<file path="src/rtl/cbcl_pkg.sv">
`default_nettype none

package cbcl_pkg;

   // table geometry
   localparam int MAX_ENTRIES = 16;
   localparam int POS_W       = $clog2(MAX_ENTRIES) + 1;

   // fixed field widths
   localparam int VALUE_W = 32;
   localparam int COLOR_W = 32;
   localparam int INDEX_W = 4;
   localparam int COUNT_W = 5;
   localparam int TOL_W   = 16;
   localparam int STATUS_W = 3;
   localparam int CSR_IDX_W = 3;
   localparam int CSR_DATA_W = 32;

   // request opcodes
   localparam logic OP_CLASSIFY = 1'b0;
   localparam logic OP_WRITE    = 1'b1;

   // result status codes
   localparam logic [STATUS_W-1:0] STATUS_MATCH  = 3'd0;
   localparam logic [STATUS_W-1:0] STATUS_NODATA = 3'd1;
   localparam logic [STATUS_W-1:0] STATUS_BELOW  = 3'd2;
   localparam logic [STATUS_W-1:0] STATUS_ABOVE  = 3'd3;
   localparam logic [STATUS_W-1:0] STATUS_GAP    = 3'd4;

   // register map
   localparam logic [CSR_IDX_W-1:0] REG_CLASS_MODE      = 3'd0;
   localparam logic [CSR_IDX_W-1:0] REG_ZERO_IS_NODATA  = 3'd1;
   localparam logic [CSR_IDX_W-1:0] REG_ENTRY_COUNT     = 3'd2;
   localparam logic [CSR_IDX_W-1:0] REG_MATCH_TOLERANCE = 3'd3;
   localparam logic [CSR_IDX_W-1:0] REG_NODATA_COLOR    = 3'd4;
   localparam logic [CSR_IDX_W-1:0] REG_BELOW_COLOR     = 3'd5;
   localparam logic [CSR_IDX_W-1:0] REG_ABOVE_COLOR     = 3'd6;

   localparam logic [TOL_W-1:0] TOL_RESET = 16'd7;

   // configuration as seen by the cells and the output stage
   typedef struct packed {
      logic               class_mode;
      logic [COUNT_W-1:0] count;
      logic [POS_W-1:0]   last_pos;
      logic [TOL_W-1:0]   tolerance;
      logic [COLOR_W-1:0] nodata_color;
      logic [COLOR_W-1:0] below_color;
      logic [COLOR_W-1:0] above_color;
   } cfg_type;

   // request token moving down the chain with its partial result
   typedef struct packed {
      logic                      valid;
      logic                      op;
      logic signed [VALUE_W-1:0] value;
      logic                      nodata;
      logic [INDEX_W-1:0]        wr_index;
      logic signed [VALUE_W-1:0] wr_lower;
      logic signed [VALUE_W-1:0] wr_upper;
      logic [COLOR_W-1:0]        wr_color;
      logic                      hit;
      logic [COLOR_W-1:0]        hit_color;
      logic [INDEX_W-1:0]        hit_index;
      logic                      below;
      logic                      last_eq;
      logic                      last_gt;
      logic [COLOR_W-1:0]        last_color;
   } token_type;

endpackage

`default_nettype wire

</file>
<file path="src/rtl/cbcl_cell.sv">
`default_nettype none

module cbcl_cell
   import cbcl_pkg::*;
(
   input  wire logic       clock,
   input  wire logic       reset,
   input  wire logic       advance,
   input  wire logic [POS_W-1:0] cell_pos,
   input  wire cfg_type    cfg,
   input  wire token_type  tok_prev,
   output token_type       tok_ff
);

   logic signed [VALUE_W-1:0] lower_ff;
   logic signed [VALUE_W-1:0] upper_ff;
   logic [COLOR_W-1:0]        color_ff;

   token_type              tok_in;
   logic                   active;
   logic                   is_class;
   logic                   wr_hit;
   logic signed [VALUE_W:0] diff;
   logic signed [VALUE_W:0] tol_ext;
   logic                   cat_hit;
   logic                   num_hit;
   logic                   hit;

   // entry compare and partial result update
   always_comb begin
      active   = cell_pos < POS_W'(cfg.count);
      is_class = tok_prev.valid && (tok_prev.op == OP_CLASSIFY) && !tok_prev.nodata;
      wr_hit   = tok_prev.valid && (tok_prev.op == OP_WRITE) &&
                 (POS_W'(tok_prev.wr_index) == cell_pos);

      diff    = {tok_prev.value[VALUE_W-1], tok_prev.value} - {lower_ff[VALUE_W-1], lower_ff};
      tol_ext = $signed({{(VALUE_W + 1 - TOL_W){1'b0}}, cfg.tolerance});
      cat_hit = (diff <= tol_ext) && (diff >= -tol_ext);
      num_hit = (tok_prev.value >= lower_ff) && (tok_prev.value < upper_ff);
      hit     = cfg.class_mode ? cat_hit : num_hit;

      tok_in = tok_prev;
      if (is_class && active && !tok_prev.hit && hit) begin
         tok_in.hit       = 1'b1;
         tok_in.hit_color = color_ff;
         tok_in.hit_index = INDEX_W'(cell_pos);
      end
      // first entry decides the below case
      if (cell_pos == '0) begin
         tok_in.below = tok_prev.value < lower_ff;
      end
      // last valid entry decides the upper edge cases
      if (cell_pos == cfg.last_pos) begin
         tok_in.last_eq    = tok_prev.value == upper_ff;
         tok_in.last_gt    = tok_prev.value > upper_ff;
         tok_in.last_color = color_ff;
      end
   end

   // entry storage, loaded as a write request passes
   always_ff @(posedge clock) begin
      if (advance && wr_hit) begin
         lower_ff <= tok_prev.wr_lower;
         upper_ff <= tok_prev.wr_upper;
         color_ff <= tok_prev.wr_color;
      end
   end

   // token register
   always_ff @(posedge clock) begin
      if (reset) begin
         tok_ff.valid <= 1'b0;
      end else if (advance) begin
         tok_ff <= tok_in;
      end
   end

endmodule

`default_nettype wire

</file>
<file path="config.mk">
export PLATFORM = sky130hd
export DESIGN_NAME = cbcl_cell
export DESIGN_NICKNAME = d
export VERILOG_FILES = /design/src/rtl/cbcl_pkg.sv /design/src/rtl/cbcl_cell.sv
export SDC_FILE = /design/constraint.sdc
export NUM_CORES = 1
export LEC_CHECK = 0
export BUFFER_PORTS_ARGS = -buffer_cell sky130_fd_sc_hd__buf_2
export CORE_AREA = 2 2 210 212
export CTS_BUF_LIST = sky130_fd_sc_hd__clkbuf_8
export DETAILED_ROUTE_END_ITERATION = 12
export DIE_AREA = 0 0 212 214
export PLACE_DENSITY_LB_ADDON = 0.1
export SLEW_MARGIN = 20
export SYNTH_ARGS = -nofsm -noshare
export SYNTH_HDL_FRONTEND = slang
export SYNTH_SLANG_ARGS = --single-unit
</file>
<file path="constraint.sdc">
create_clock -name clock -period 17.1 [get_ports clock]
set_clock_uncertainty 0.05 [all_clocks]
set_input_delay 0.855 -clock clock [delete_from_list [all_inputs] [get_ports clock]]
set_output_delay 0.855 -clock clock [all_outputs]
set_load 0.02 [all_outputs]
</file>
# After elaboration in Yosys (flattened, before gate mapping)
# Index checks and enable logic that the tools add are counted.
# word_totals
regBits	303
inputBits	338
out_inout_bits	207
elab_cells	50
# op_classes
add_sub_neg	2
magnitude_cmp	7
eq_ne	3
mux	4
bitwise	2
n_reduce_logical	14
# op_table
cell	n
32-bit less-than comparator	2
36-bit 2-to-1 mux	1
34-bit 2-to-1 mux	1
33-bit greater-or-equal comparator	1
33-bit by 17-bit <= comparator with 1-bit output	1
16-bit negation with 33-bit output	1
32-bit by 32-bit subtractor with 33-bit output	1
32-bit equality test	1
32-bit greater-or-equal comparator	1
32-bit greater-than comparator	1
1-bit logical AND	10
4-bit by 5-bit equality test with 1-bit output	1
5-bit equality test	1
5-bit zero test	1
5-bit less-than comparator	1
1-bit zero test	2
1-bit 2-to-1 mux	2
1-bit inverter	2
2-bit AND reduction	1

# Longest topological paths before layout
# depth
depth_word	7
mapped_depth	22
ltp_nobuf	21

# Worst setup path after synthesis
# No wires, ideal clock.
# synth_path
kind	input port to flip-flop
start	input port reset
end	register tok_ff[0] (netlist bit), enable pin
setup_time_ps	804
t_arrival_ps	9972
t_required_ps	16246
slack_ps	6275
stages	1
n_path_buf	0
cell_sequence	nor2b_1
# synth_between
elab_chain_len	2
# synth_rtl
element	line_no	rtl
start: declaration	cbcl_cell.sv:7	input wire logic reset,
1-bit inverter (no source line)	-	
2-bit AND reduction (no source line)	-	
end signal: assignment	cbcl_cell.sv:74	tok_ff <= tok_in;
end: declaration	cbcl_cell.sv:12	output token_type tok_ff
# Every way passes these cells.
# A chain may end at the register's enable or synchronous reset.

==> results by group <==
Status
  – Status: completed

Floorplan
  – Die Wd: about 210 um
  – Initial Util: 0.340
  – Die Area: roughly 45000 um2
  – Die Y: 214 um
  – Site row count: 76
  – Core area: ~43000 um2
  – Top-level I/O count: ~550

Critical path
  – Crit path launch: tok_prev[173]
  – CP Launch Type: input pin
  – Worst r2r src: lower_ff[0]
  – Required @ worst endpoint: roughly 17 ns
  – Critical Path AT: roughly 6 ns
  – CP Max Fanout: 37
  – Setup crit end kind: register
  – Crit Path Category: in2reg

Pwr
  – Switch share: 0.269
  – Internal power: 1.29 mW
  – Clock power frac: 0.370
  – Leak pwr: between 7 and 8 nW
  – Seq pwr share: 0.491
  – NetSw: between 0.4 and 0.5 mW
  – Logic pwr share: 0.139
  – Peak supply drop: roughly 60 uV
  – PD cells: about 95 nW/um2
  – Total power: approximately 1.8 mW

Synthesis
  – Distinct cells, synth: 65
  – Synth Instances: around 1100
  – Share of the synthesized area in the top cell type: 0.622
  – Async set-or-reset flop fraction in the synthesized netlist: 0
  – Synth top area cells: edfxtp_1 (62%), ha_1 (10%), mux2_2 (4.7%)
  – Ys flop type: edfxtp_1
  – Synth Cell Area: approximately 15000 um2
  – Post-synth EDFFs: a little over 300
  – Yosys top cell by area: edfxtp_1
  – Syn_nets: ~1500
  – Register area share after synthesis: 0.623
  – Mapped Avg Cell Area: around 14 um2
  – Synthesis-stage register bit count: 303
  – Synthesis Warnings: 0

Drt
  – Via count: 10600
  – Residual DRC: 0
  – Number of DRC markers in iteration 0: between 600 and 700
  – WL per Instance: 22.0 um
  – Detailed-route wire length: 48.2 mm
  – Final ANT Viol Nets: 0
  – Via-per-instance ratio: ~4.9
  – Pre-Repair DR Iteration Count: 5

Timing
  – Smallest hold slack: between 0.3 and 0.4 ns
  – Fin crit share: 0.338
  – Final setup violation count: 0
  – Worst-margin pin slew: about 1.1 ns
  – Worst setup margin: 11.32 ns
  – TNS Setup: 0 ns
  – Final min period: around 5.8 ns
  – F_max: roughly 0.17 GHz
  – Slew Limit Fails: 0
  – Slew Limit Headroom: 0.286
  – Count of final hold-check violations: 0
  – RSZ-0062 raised after global routing: false

Clock network
  – Post-CTS Repair Setup Buffers: 0
  – Cts hold-fix bufs: 0
  – Sink Count: 303
  – Clock latency on the worst-skew pair: ~0.63 ns
  – H-tree levels: 2
  – Clk slew on worst S/H paths: about 0.06 ns
  – CTS tree: done
  – Maximum buffer depth of the clock tree: 3
  – Cts bufs inserted: 53
  – CTS root buffer: clkbuf_8
  – Post_cts resized: 0

Hold path
  – Type of the worst min-delay path: in2reg
  – Hold wc startpoint: tok_prev[101]

Global route
  – Global-route wire length before repair: between 70 and 80 mm
  – Vias in the first global route: around 11000
  – GRT Util Overall: 0.213
  – Largest net degree at the start of global routing: 80
  – Initial antenna violation count: 32
  – Total grt overflow: 0

Place
  – DP Area: 17500 um2
  – DPL Wire Length: 37.8 mm
  – Port Buffers: 448
  – Gp weighted congestion: roughly 0.86
  – Dpl ws: ~11 ns

Final layout
  – Most frequent cells in the layout: buf_2 (448), edfxtp_1 (302), ha_1 (117), inv_1 (115), mux2_2 (61)
  – Area Growth Syn to Fin: 27.2%
  – Commonest non-fill, non-tap cell in the layout: buf_2
  – Register area: around 9000 um2
  – Nets: roughly 2000
  – Area taken by multi-input logic gates: between 5000 and 6000 um2
  – Post-route cell area: approximately 19000 um2
  – Share of cells above drive strength 1: 0.371
  – Fill count: between 4000 and 5000

Flow run
  – Max_cap viols: 0
flip-flops by register name (all words and copies together) (netlist names):
register	flops
upper_ff	32
color_ff	32
lower_ff	32
tok_ff	207
cell usage after synthesis, types with 6 or more instances:
library cell	instances
a211oi_1	12
inv_1	96
mux2_1	7
o211ai_1	6
nand4_1	34
nor3_1	36
nor4_1	10
xor2_1	14
a21o_1	17
o21a_1	8
nor2_1	41
nand3_1	22
clkbuf_1	19
a21oi_1	55
xnor2_1	33
nor2b_1	8
ha_1	117
mux2_2	61
o21ai_0	29
nand2b_1	7
o21bai_1	7
nand2_1	44
edfxtp_1	302
stage by stage:
stage	instances	util
after floorplan	1063	-
after global placement	2080	0.409
after detailed placement	2080	0.409
after CTS	2178	0.432
after global routing	2181	0.432
final	2188	0.433
cell families after synthesis:
family	share of synthesized area
mux	0.0559
simple gates	0.0807
fa+ha+maj	0.102
compound gates	0.0783
xor+xnor	0.0282
flops	0.623
buf+inv	0.0322
worst max-delay path, stage by stage:
cell and delay (ns):
buf_2 0.10, inv_1 0.10, ha_1 0.17, inv_1 0.05
fa_1 0.41, a211oi_1 0.31, o21ai_0 0.25, a31oi_1 0.30
o21ai_0 0.14, xor2_1 0.19, ha_1 0.32, nand4_1 0.12
nor3_1 0.49, o31ai_1 0.23, nand3_1 0.14, o22ai_1 0.10
a21oi_1 0.14, nor2_1 0.05, o41a_1 0.47, nor3_4 0.18
buf_4 0.50, mux2_2 0.41
routing by layer:
metal  routed length (um)  GRT usage  part of all wire  up-vias
met5                  161          0            0.0033        -
met4                 1300     0.0721             0.027       26
met3                 4720     0.0827             0.098      105
met2                22400      0.340              0.47      398
met1                19600      0.261              0.41     5066
li1                     -          -                 -     5047
worst paths after layout:
path	end	slack, ns	cells after the start
worst max-delay path	tok_ff[63]	11.32	22
worst min-delay path	tok_ff[101]	0.36	1
worst max register to register	tok_ff[63]	11.46	20
worst min register to register	tok_ff[206]	0.47	2
area by class of cell:
cell class / count / area share
diodes: 10 / 0.00135
clock buffers: 54 / 0.0400
clock inverters: 44 / 0.0145
inverters: 96 / 0.0194
multi-input cells: 641 / 0.272
flip-flops and latches: 303 / 0.490
well taps: 585 / 0.0394
repair buffers: 455 / 0.124
power groups by stage:
| stage | Combinational, mW | Sequential [mW] | Clock, mW |
|---|---|---|---|
| final | 0.244 | 0.864 | 0.651 |
| after global routing | 0.268 | 0.867 | 0.707 |
| after CTS | 0.247 | 0.864 | 0.677 |
| after detailed placement | 0.246 | 0.879 | 0 |
| after global placement | 0.245 | 0.878 | 0 |
| after floorplan | 0.0955 | 0.928 | 0 |
(Power assumes the default switching activity.)
